<file path="config.mk">
export PLATFORM = sky130hd
export DESIGN_NAME = pccc_tbe_ram
export DESIGN_NICKNAME = d
export VERILOG_FILES = /design/src/rtl/pccc_turbo_block_encoder_core_macros.svh /design/src/rtl/pccc_tbe_ram.sv
export SDC_FILE = /design/constraint.sdc
export NUM_CORES = 1
export LEC_CHECK = 0
export ABC_AREA = 1
export ABC_CLOCK_PERIOD_IN_PS = 4400
export BUFFER_PORTS_ARGS = -buffer_cell sky130_fd_sc_hd__clkbuf_2
export CORE_ASPECT_RATIO = 1.75
export CORE_UTILIZATION = 35
export DETAILED_ROUTE_END_ITERATION = 16
export PLACE_DENSITY_LB_ADDON = 0.3
export SLEW_MARGIN = 10
export SYNTH_ARGS = -nofsm -noshare
export SYNTH_HDL_FRONTEND = slang
export SYNTH_SLANG_ARGS = --single-unit
</file>
<file path="constraint.sdc">
create_clock -name clk -period 4.4 [get_ports clk]
set_input_delay 0.88 -clock clk [delete_from_list [all_inputs] [get_ports clk]]
set_output_delay 0.88 -clock clk [all_outputs]
set_load 0.1 [all_outputs]
</file>
<file path="src/rtl/pccc_turbo_block_encoder_core_macros.svh">
// Assertion macros shared by the turbo block encoder modules.
`ifndef PCCC_TURBO_BLOCK_ENCODER_CORE_MACROS_SVH
`define PCCC_TURBO_BLOCK_ENCODER_CORE_MACROS_SVH

// Same-cycle implication, sampled on clk and switched off during reset.
`define PCCC_TBE_ASSERT_SAME(label, ante, cons, msg) \
    label: assert property (@(posedge clk) disable iff (!rst_n) (ante) |-> (cons)) \
        else $error(msg);

// Next-cycle implication, sampled on clk and switched off during reset.
`define PCCC_TBE_ASSERT_NEXT(label, ante, cons, msg) \
    label: assert property (@(posedge clk) disable iff (!rst_n) (ante) |=> cons) \
        else $error(msg);

`endif

</file>
<file path="src/rtl/pccc_tbe_ram.sv">
// Generic single-write, single-read RAM with a registered read port.
module pccc_tbe_ram #(
    parameter int WIDTH = 8,
    parameter int DEPTH = 64
) (
    input  logic                     clk,
    input  logic                     wr_en,
    input  logic [$clog2(DEPTH)-1:0] wr_addr,
    input  logic [WIDTH-1:0]         wr_data,
    input  logic [$clog2(DEPTH)-1:0] rd_addr,
    output logic [WIDTH-1:0]         rd_data
);

    logic [WIDTH-1:0] ram_reg [DEPTH];
    logic [WIDTH-1:0] rd_data_reg;

    always_ff @(posedge clk)
    begin
        if (wr_en)
        begin
            ram_reg[wr_addr] <= wr_data;
        end
        rd_data_reg <= ram_reg[rd_addr];
    end

    assign rd_data = rd_data_reg;

endmodule

</file>
Word level (Yosys, flattened, before mapping)
Memory sizes are Yosys's and may differ from the RTL's. A register that Yosys moved wholly into a read port is not among the register bits.
Cells that the tools add are included.
W data, S select, Z words.
{"block": "totals", "reg_bits": 0, "ram_bits": 512, "in_bits": 22, "out_inout_bits": 8, "word_cells": 3, "mem_count": 1}
{"block": "classes", "mux": 2}
{"memory": "ram_reg", "words": 64, "word_bits": 8, "rd": 1, "rd_clocked_by_memory_dff": 1, "write_ports": 1, "line_no": "pccc_tbe_ram.sv:14", "source": "logic [WIDTH-1:0] ram_reg [DEPTH];"}
{"op": "$mux W1", "n": 2}

Longest topological paths before layout
Gate-level depths: netlist (run 1).
{"block": "logic_depth", "ltp_word": 2, "ltp_mapped": 12, "mapped_depth_nobuf": 9}

Least setup slack after synthesis (run 1)
No wires, ideal clock.
{"block": "synth_path", "kind": "input -> register", "from": "input wr_en", "to": "memory ram_reg[48][0] (enable)", "t_arrival_ps": 2251, "required_ps": 4005, "path_slack_ps": 1754, "cell_stages": 3, "path_buffers": 1, "path_cell_list": "clkbuf_1 > nand4_1 > nor4_1"}
{"block": "synth_via", "elab_chain_cells": 2}
{"item": "start: declaration", "line_no": "pccc_tbe_ram.sv:7", "source": "input logic wr_en,"}
{"item": "$mux W1", "line_no": "pccc_tbe_ram.sv:19", "source": "if (wr_en)"}
{"item": "$mux W1 (not written as such)", "line_no": "pccc_tbe_ram.sv:21", "source": "ram_reg[wr_addr] <= wr_data;"}
{"item": "end: declaration", "line_no": "pccc_tbe_ram.sv:14"}
Every way passes these cells.

==> results of run 1 <==
cells in the final DEF (no fill, tap or decap), drive strengths merged:
cell type  count
nand2        648
edfxtp       512
nand3        439
clkbuf        82
buf           60
nor2          56
clkinv        17
inv           12
nand4          9
nor4           8
dfxtp          8
clkinvlp       5
bufinv         3
cell type report:
type | count | share of cell area, %
Multi-Input combinational cell | 1160 | 20.99
Clock inverter | 25 | 0.8497
Timing Repair Buffer | 88 | 2.862
Sequential cell | 520 | 65.93
Tap cell | 786 | 4.174
Inverter | 12 | 0.2230
Clock buffer | 54 | 4.965
final timing paths:
kind,to,startpoint,slack (ns),depth (start not counted)
worst max-delay path,rd_data[0]$_DFF_P_,rd_addr[3],1.75,6
worst min-delay path,rd_data[4]$_DFF_P_,rd_addr[5],0.75,3
worst max register to register,rd_data[0]$_DFF_P_,ram_reg[33][0]$_DFFE_PP_,2.87,8
worst min register to register,rd_data[3]$_DFF_P_,ram_reg[60][3]$_DFFE_PP_,0.85,8
per-layer routing:
| layer | vias to the layer above | track usage (%) | part of all wire (%) | routed length [um] |
|---|---|---|---|---|
| li1 | 6371 | - | - | - |
| met1 | 6770 | 21.55 | 38 | 21720 |
| met4 | 4 | 8.555 | 4.2 | 2382 |
| met3 | 110 | 1.856 | 4.5 | 2582 |
| met5 | - | 0 | 0.042 | 24 |
| met2 | 413 | 33.50 | 53 | 30220 |
logic make-up after synthesis:
group,Yosys count
buffers and inverters,125
AND/OR/NAND/NOR,1160
flip-flops,520
worst max-delay path, stage by stage:
cell and delay (ns):
clkbuf_2 0.61, inv_1 0.77, nand2_1 0.29, nand3_1 0.28, nand3_1 0.18, nand2_1 0.07
per-stage QoR:
stage                     hold slack (ns)  utilization (%)
after global placement             0.8113            36.89
after CTS                          0.7310            39.17
after floorplan                    0.7217                -
final                              0.7510            39.17
after global routing               0.7697            39.17
after detailed placement           0.8195            36.89
power by group through the flow:
| stage | registers [mW] | logic [mW] | clock network, mW |
|---|---|---|---|
| floorplan | 5.67 | 0.385 | 0 |
| global placement | 5.61 | 0.721 | 0 |
| detailed placement | 5.61 | 0.726 | 0 |
| CTS | 5.50 | 0.729 | 3.86 |
| global route | 5.50 | 0.778 | 4.00 |
| finish | 5.50 | 0.718 | 3.80 |
==> results.py, run 1 <==
metrics = {
    "global_route": {
        "globalRouteOverflowTotal": 0,
        "grt_pass1_wl_mm": 84.95,
        "grt_max_degree": 164,
        "antenna_found_initial": 2,
        "grt_pass1_vias": 13280,
        "grt.total_usage_pct": 18.38,
    },
    "final_layout": {
        "fill_cells": 5779,
        "drive_gt1_share_pct": 8.176,
        "register_area_um2": 15530,
        "stdcell_area_um2": 23560,
        "nNetsFinal": 1847,
        "area_delta_synth_final_pct": 10.41,
        "multi_input_area_um2": 4946,
        "largest_register_ff_count": 512,
        "antenna_cells": 0,
        "fin_cells": 2645,
    },
    "route": {
        "dr.first_iter.drc_count": 1307,
        "vias_per_cell": 5.167,
        "ant_nets": 0,
        "drc": 0,
        "detail_route.first_pass.iterations": 5,
        "wl_per_cell_um": 21.52,
        "routed_wirelength_mm": 56.93,
        "vias": 13670,
    },
    "power_and_ir_drop": {
        "p_clk_share_pct": 37.9,
        "p_total_mw": 10.01,
        "seq_power_share_pct": 54.9,
        "p_int_mw": 7.701,
        "p_sw_share_pct": 23.09,
        "power.leakage_nw": 8.360,
        "power_density_nw_per_um2": 425.0,
        "peakVddDrop_mv": 0.2300,
        "p_switching_mw": 2.312,
        "combinationalPowerShare_pct": 7.2,
    },
    "logic_synthesis": {
        "synth_top_family_by_area": "simple AND/OR/NAND/NOR gates",
        "postSynthAreaPerCell_um2": 11.82,
        "synth-compound-area-share_pct": 0,
        "synth_top_area_share_pct": 72.05,
        "synth_fa_ha_area_share_pct": 0,
        "syn_area_um2": 21340,
        "synth_most_common_cell": "nand2_1",
        "synth_area_leader_cell": "edfxtp_1",
        "yosys_warnings": 0,
        "synthArstFlopShare_pct": 0,
        "synth_seq_area_share_pct": 72.80,
        "synth_seq_cells": 520,
        "synthFlopType": "edfxtp_1",
        "ys_types": 16,
        "synth_common_cells": "648 x nand2_1, 512 x edfxtp_1, 439 x nand3_1",
        "syn_inst": 1805,
        "muxShareOfSynthArea_pct": 0,
        "yosys.area_share.simple_pct": 23.18,
        "post_synth_xor_area_fraction_pct": 0,
        "yosys-top-cells-area": "edfxtp_1 72%, nand2_1 11%, nand3_1 10%, buf_6 1.8%, nor2_1 0.99%",
        "synth-edff-count": 512,
        "synth.net_count": 1827,
    },
    "worst_setup_path": {
        "crit_arrival_ns": 3.10,
        "worstPathRequired_ns": 4.85,
        "endpoint_kind": "register",
        "start_kind": "input pin",
        "criticalPathCategory": "input pin to register",
        "worst-path-max-fanout": 33,
    },
    "clock_network": {
        "clock_sinks": 520,
        "cts_resized": 0,
        "clkLatencyLatePin_ns": 0.57,
        "cts_setup_buffers": 0,
        "cts_buffers": 43,
        "path_clk_slew_ns": 0.07,
        "h-tree-depth": 2,
        "hold_buffers": 0,
        "root_buffer": "clkbuf_16",
        "cts_tree": "done",
        "clockBufferDepth": 3,
    },
    "timing": {
        "tns_ns": 0,
        "finClkSkew_ns": 0.02184,
        "finalHoldViolCount": 0,
        "clock.fmax_ghz": 0.3777,
        "setup_viol_count_final": 0,
        "worst_pin_slew_ns": 1.265,
        "slew_viol_final": 0,
        "layout_worst_path_cycle_share_pct": 60.17,
        "max_slew_margin_pct": 15.52,
        "setup_slack_ns": 1.753,
        "timing.final.crit_period_ns": 2.647,
        "rsz0062_at_grt": "no",
    },
    "floorplan": {
        "rows": 119,
        "fp.coreArea_um2": 60150,
        "die_area_um2": 62000,
        "pin_count": 30,
        "die_h_um": 328.6,
        "start_util_pct": 35.48,
        "die_w_um": 188.7,
    },
    "placed_design": {
        "placed_cell_area_um2": 22190,
        "dp_cells": 2566,
        "io_buffer_count": 29,
        "gp_congestion": 0.8390,
        "hpwlAfterDp_mm": 35.23,
        "pre_cts_ws_ns": 1.194,
    },
    "status": {
        "status": "completed",
    },
    "run": {
        "cap_violations": 0,
    },
    "hold_path": {
        "hold_path.class": "input pin to register",
    },
}
Power figures use the tool's default switching activity.
==> inputs of run 2 (changes only) <==
--- a/config.mk
+++ b/config.mk
@@ -5,8 +5,8 @@
 export SDC_FILE = /design/constraint.sdc
 export NUM_CORES = 1
 export LEC_CHECK = 0
-export ABC_AREA = 1
-export ABC_CLOCK_PERIOD_IN_PS = 4400
+export ABC_AREA = 0
+export ABC_CLOCK_PERIOD_IN_PS = 2140
 export BUFFER_PORTS_ARGS = -buffer_cell sky130_fd_sc_hd__clkbuf_2
 export CORE_ASPECT_RATIO = 1.75
 export CORE_UTILIZATION = 35
==> constraint.sdc (replaced) <==
create_clock -name clk -period 2.14 [get_ports clk]
set_input_delay 0.428 -clock clk [delete_from_list [all_inputs] [get_ports clk]]
set_output_delay 0.428 -clock clk [all_outputs]
set_load 0.1 [all_outputs]
==> run 2 against run 1 <==
  * Die area fell by 5.4%
  * Largest power group unchanged
  * Total power rose by 110%
  * Sequential power rose by 110%
  * First-iteration DRC count fell by 45%
  * Critical path depth fell by 1
  * Highest routed layer is now met4
  * Combinational power rose by 88%
==> results.py, run 2 <==
metrics = {
    "final_layout": {
        "nNetsFinal": 1161,
        "layout_common_cells": "512 x edfxtp_1, 167 x buf_4, 126 x mux4_2",
        "largest_register_ff_count": 512,
        "drive_gt1_share_pct": 35.20,
        "layout_commonest_cell": "edfxtp_1",
        "area_delta_synth_final_pct": 18.76,
        "antenna_cells": 0,
    },
    "route": {
        "ant_nets": 0,
        "routed_wirelength_mm": 48.25,
        "vias": 9792,
        "drc": 0,
        "wl_per_cell_um": 24.83,
        "detail_route.first_pass.iterations": 4,
        "vias_per_cell": 5.040,
        "dr.first_iter.drc_count": 724,
    },
    "floorplan": {
        "rows": 116,
        "fp.coreArea_um2": 57040,
        "pin_count": 30,
        "die_w_um": 183.5,
        "start_util_pct": 35.36,
        "die_area_um2": 58620,
        "die_h_um": 319.5,
    },
    "logic_synthesis": {
        "synth.net_count": 962,
        "synthFlopType": "edfxtp_1",
        "ys_types": 40,
        "syn_area_um2": 20170,
        "synth_common_cells": "512 x edfxtp_1, 126 x mux4_2, 83 x nor2_1",
        "synthArstFlopShare_pct": 0,
        "synth_top_area_share_pct": 76.24,
        "synth_seq_area_share_pct": 77.03,
        "yosys_warnings": 0,
        "yosys-top-cells-area": "edfxtp_1 76%, mux4_2 14%, nor2_1 1.5%, mux2i_1 1.1%, dfxtp_1 0.79%",
        "postSynthAreaPerCell_um2": 21.45,
        "synth_area_leader_cell": "edfxtp_1",
        "synth-edff-count": 512,
        "synth_most_common_cell": "edfxtp_1",
        "synth_seq_cells": 520,
        "syn_inst": 940,
    },
    "worst_setup_path": {
        "r2r_setup_slack_ns": 0.1,
        "start_kind": "register",
        "cp-startpoint": "ram_reg[16][4]$_DFFE_PP_",
        "r2r-end": "rd_data[4]$_DFF_P_",
        "r2r-start": "ram_reg[16][4]$_DFFE_PP_",
        "worstPathRequired_ns": 2.57,
        "crit_arrival_ns": 2.47,
        "worst-path-max-fanout": 1,
        "endpoint_kind": "register",
        "criticalPathCategory": "register to register",
        "rr_worst_depth": 5,
    },
    "global_route": {
        "globalRouteOverflowTotal": 0,
        "grt_pass1_wl_mm": 71.14,
        "grt.total_usage_pct": 17.02,
        "antenna_found_initial": 1,
        "grt_max_degree": 65,
        "grt_pass1_vias": 10660,
    },
    "run": {
        "cap_violations": 0,
    },
    "power_and_ir_drop": {
        "peakVddDrop_mv": 0.4752,
        "power.leakage_nw": 7.749,
        "power_density_nw_per_um2": 886.2,
        "p_total_mw": 21.22,
    },
    "clock_network": {
        "clkLatencyLatePin_ns": 0.57,
        "cts_setup_buffers": 0,
        "cts_buffers": 45,
        "cts_resized": 0,
        "cts_tree": "done",
        "clockBufferDepth": 3,
        "hold_buffers": 0,
        "h-tree-depth": 2,
        "root_buffer": "clkbuf_16",
        "clock_sinks": 520,
        "path_clk_slew_ns": 0.07,
    },
    "timing": {
        "setup_slack_ns": 0.09762,
        "max_slew_margin_pct": 46.99,
        "setup_viol_count_final": 0,
        "layout_worst_path_cycle_share_pct": 95.44,
        "worst_pin_slew_ns": 0.7952,
        "timing.final.crit_period_ns": 2.042,
        "clock.fmax_ghz": 0.4896,
        "finClkSkew_ns": 0.01519,
        "slew_viol_final": 0,
        "finalHoldViolCount": 0,
        "rsz0062_at_grt": "no",
    },
    "hold_path": {
        "whs_path_depth": 3,
        "min_to": "rd_data[2]$_DFF_P_",
        "hold_path.class": "input pin to register",
        "worstHoldStart": "rd_addr[5]",
    },
    "placed_design": {
        "hpwlAfterDp_mm": 33.25,
        "pre_cts_ws_ns": -0.5497,
        "gp_congestion": 0.8060,
        "io_buffer_count": 29,
    },
    "status": {
        "status": "completed",
    },
}
run 2: cell types whose count changed after synthesis, sizes merged, moves of 14 or more:
cell and change:
nor2 +27, nor2b +14, nand2 -629, mux2i +23, mux4 +126, nand3 -426, buf -64
run 2: logic make-up after synthesis:
logic type / count (synthesis) / share of synthesized area, %
AOI/OAI and AO/OA: 54 / 2.072
and+or+nand+nor: 153 / 3.387
muxes: 162 / 15.94
DFF: 520 / 77.03
buffers and inverters: 51 / 1.570
run 2: per-layer routing:
layer / up-vias / share of wire, % / GRT usage (%)
met4: 0 / 3.9 / 7.333
met5: - / 0 / 0
met1: 5201 / 35 / 18.13
li1: 4318 / - / -
met2: 202 / 58 / 33.11
met3: 71 / 2.7 / 1.856
run 2: how the worst max path moves through the flow:
stage / to / cells after the start
after floorplan: rd_data[3]$_DFF_P_ / 7
after global placement: rd_data[7]$_DFF_P_ / 6
after detailed placement: rd_data[7]$_DFF_P_ / 6
after CTS: rd_data[6]$_DFF_P_ / 6
after global routing: rd_data[6]$_DFF_P_ / 6
final: rd_data[4]$_DFF_P_ / 5
run 2: area by class of cell:
cell class                      count  area, um^2
Sequential cell                   520       15530
Fill cell                        4943       33090
Multi-Input combinational cell    369        4320
Tap cell                          767       959.7
Clock buffer                       55        1206
Timing Repair Buffer              203        1578
Clock inverter                     29       350.3
run 2: power breakdown:
part / leakage [nW] / internal [mW] / switching (mW)
clock network: 0.753 / 4.99 / 3.57
registers: 4.67 / 11.3 / 0.0352
logic: 2.32 / 0.518 / 0.833
run 2: critical path, cell delays in order (launching register included):
cell	delay (ns)
edfxtp_1	0.38
mux4_2	0.45
mux2_2	0.28
o221a_2	0.31
nor3_1	0.34
o32ai_1	0.14
run 2: per-stage QoR:
| step | hold slack [ns] | utilization, % | cell area, um^2 | instances | setup TNS, ns |
|---|---|---|---|---|---|
| global placement | 0.7907 | 39.25 | 22390 | 1859 | -3.210 |
| finish | 0.3920 | 41.99 | 23950 | 1943 | 0 |
| CTS | 0.3521 | 41.98 | 23940 | 1943 | 0 |
| detailed placement | 0.8296 | 39.25 | 22390 | 1859 | -3.290 |
| floorplan | 0.5269 | - | 20170 | 940 | 0 |
| global route | 0.3922 | 41.99 | 23950 | 1943 | 0 |
==> inputs of run 3 (changes only) <==
--- a/config.mk
+++ b/config.mk
@@ -9,7 +9,7 @@
 export ABC_CLOCK_PERIOD_IN_PS = 2140
 export BUFFER_PORTS_ARGS = -buffer_cell sky130_fd_sc_hd__clkbuf_2
 export CORE_ASPECT_RATIO = 1.75
-export CORE_UTILIZATION = 35
+export CORE_UTILIZATION = 56
 export DETAILED_ROUTE_END_ITERATION = 16
 export PLACE_DENSITY_LB_ADDON = 0.3
 export SLEW_MARGIN = 10
==> run 3 against run 2 <==
  * Setup slack better by 0.033 ns
  * First-iteration DRC count up 23%
  * Non-clock buffer count down 20
  * Register-to-register slack better by 0.03 ns
  * Clock skew down 0.0028 ns
  * Fmax up 1.7%
  * Die area down 37%
  * Largest power group unchanged
==> results.py, run 3 (synthesized netlist as in run 2, its figures left out) <==
metrics = {
    "worst_setup_path": {
        "cp_num_cells": 5,
        "slowest_delay_ns": 0.46,
        "cp_num_buf_inv": 0,
        "path_cells": "mux4_2, mux2_2, o221a_2, nor3_1, o32ai_1",
        "r2r-start": "ram_reg[16][4]$_DFFE_PP_",
        "endpoint_kind": "register",
        "r2r_setup_slack_ns": 0.13,
        "r2r-end": "rd_data[4]$_DFF_P_",
        "cp_slowest_cell": "mux4_2",
        "rr_worst_depth": 5,
        "cp-startpoint": "ram_reg[16][4]$_DFFE_PP_",
        "critical_path.top_delay_family": "multiplexers",
        "worst-path-max-fanout": 1,
        "crit_arrival_ns": 2.44,
        "worstPathRequired_ns": 2.57,
        "criticalPathCategory": "register to register",
        "start_kind": "register",
    },
    "timing": {
        "setup_slack_ns": 0.1308,
        "timing.final.crit_period_ns": 2.009,
        "max_slew_margin_pct": 49.96,
        "rsz0062_at_grt": "no",
        "clock.fmax_ghz": 0.4977,
        "hold_slack_ns": 0.3221,
        "layout_worst_path_cycle_share_pct": 93.89,
        "finalHoldViolCount": 0,
        "finClkSkew_ns": 0.01234,
        "slew_viol_final": 0,
        "worst_pin_slew_ns": 0.7506,
        "setup_viol_count_final": 0,
    },
    "clock_network": {
        "cts_resized": 0,
        "path_clk_slew_ns": 0.07,
        "clockBufferDepth": 3,
        "root_buffer": "clkbuf_16",
        "cts_buffers": 43,
        "clkLatencyLatePin_ns": 0.56,
        "cts_setup_buffers": 0,
        "h-tree-depth": 2,
        "clock_sinks": 520,
        "cts_tree": "done",
        "hold_buffers": 0,
    },
    "floorplan": {
        "die_area_um2": 36800,
        "rows": 91,
        "die_h_um": 253.0,
        "pin_count": 30,
        "start_util_pct": 56.95,
        "die_w_um": 145.5,
        "fp.coreArea_um2": 35410,
    },
    "power_and_ir_drop": {
        "peakVddDrop_mv": 0.7028,
        "power_density_nw_per_um2": 905.1,
        "power.leakage_nw": 7.671,
    },
    "hold_path": {
        "min_to": "rd_data[2]$_DFF_P_",
        "worstHoldStart": "rd_addr[5]",
        "whs_path_depth": 3,
        "hold_path.class": "input pin to register",
    },
    "placed_design": {
        "io_buffer_count": 29,
        "hpwlAfterDp_mm": 29.09,
        "pre_cts_ws_ns": -0.3603,
        "gp_congestion": 0.8378,
    },
    "route": {
        "routed_wirelength_mm": 44.56,
        "vias_per_cell": 6.173,
        "dr.first_iter.drc_count": 892,
        "met1_length_mm": 15.84,
        "drc": 0,
        "wl_per_cell_um": 27.57,
        "ant_nets": 0,
        "top_layer": "met4",
        "dr_wl_met3_mm": 2.348,
        "wl_met2_mm": 24.68,
        "vias": 9976,
        "detail_route.first_pass.iterations": 5,
    },
    "final_layout": {
        "multi_input_area_um2": 4315,
        "fill_cells": 2268,
        "layout_commonest_cell": "edfxtp_1",
        "layout_common_cells": "512 x edfxtp_1, 145 x buf_4, 126 x mux4_2",
        "register_area_um2": 15530,
        "drive_gt1_share_pct": 33.91,
        "largest_register_ff_count": 512,
        "nNetsFinal": 1139,
        "area_delta_synth_final_pct": 16.30,
    },
    "global_route": {
        "grt.total_usage_pct": 25.26,
        "grt_pass1_wl_mm": 66.38,
        "grt_pass1_vias": 10480,
        "antenna_found_initial": 1,
        "globalRouteOverflowTotal": 0,
        "grt_max_degree": 65,
    },
    "status": {
        "status": "completed",
    },
    "run": {
        "cap_violations": 0,
    },
}
## run 3: changes by cell type in the layout (fill, tap and decap cells not counted), sizes merged
cell	previous run	this run
buf	176	156
clkbuf	82	76
bufinv	8	11
clkinvlp	4	2
diode	0	1
inv	1	0
## run 3: tightest hold or removal path: cells and delay by family
kind	cells	cell delay, ns
buffers and inverters	1	0.20
AO/OA/AOI/OAI	1	0.06
AND/OR/NAND/NOR	1	0.13
## run 3: worst max path at each step
stage | slack (ns) | to
after floorplan | 0.04 | rd_data[3]$_DFF_P_
after global placement | -0.35 | rd_data[6]$_DFF_P_
after detailed placement | -0.36 | rd_data[6]$_DFF_P_
after CTS | 0.13 | rd_data[2]$_DFF_P_
after global routing | 0.06 | rd_data[6]$_DFF_P_
final | 0.13 | rd_data[4]$_DFF_P_
## run 3: report_power, final
| part | switching [mW] | internal (mW) |
|---|---|---|
| Combinational | 0.814 | 0.491 |
| Sequential | 0.0302 | 11.3 |
| Clock | 3.46 | 5.17 |
## run 3: through the flow
step	TNS (ns)	cells	instance area [um^2]	util (%)	power, mW
after global routing	0	1616	23460	66.24	21.74
after floorplan	0	940	20170	-	12.25
after global placement	-2.309	1537	21880	61.80	12.80
after detailed placement	-2.298	1537	21880	61.80	12.82
final	0	1616	23460	66.24	21.23
after CTS	0	1615	23450	66.23	21.34
## run 3: layout make-up
cell class / count / share of cell area (%)
clock buffers: 49 / 4.865
clock inverters: 29 / 1.819
flip-flops and latches: 520 / 66.23
diodes: 1 / 0.01067
multi-input cells: 369 / 18.40
repair buffers: 183 / 6.193
well taps: 465 / 2.481
## run 3: layer usage
metal | vias up | global-route usage, %
li1 | 4271 | -
met1 | 5238 | 29.27
met2 | 378 | 47.16
met3 | 89 | 3.117
met4 | 0 | 10.68
met5 | - | 0
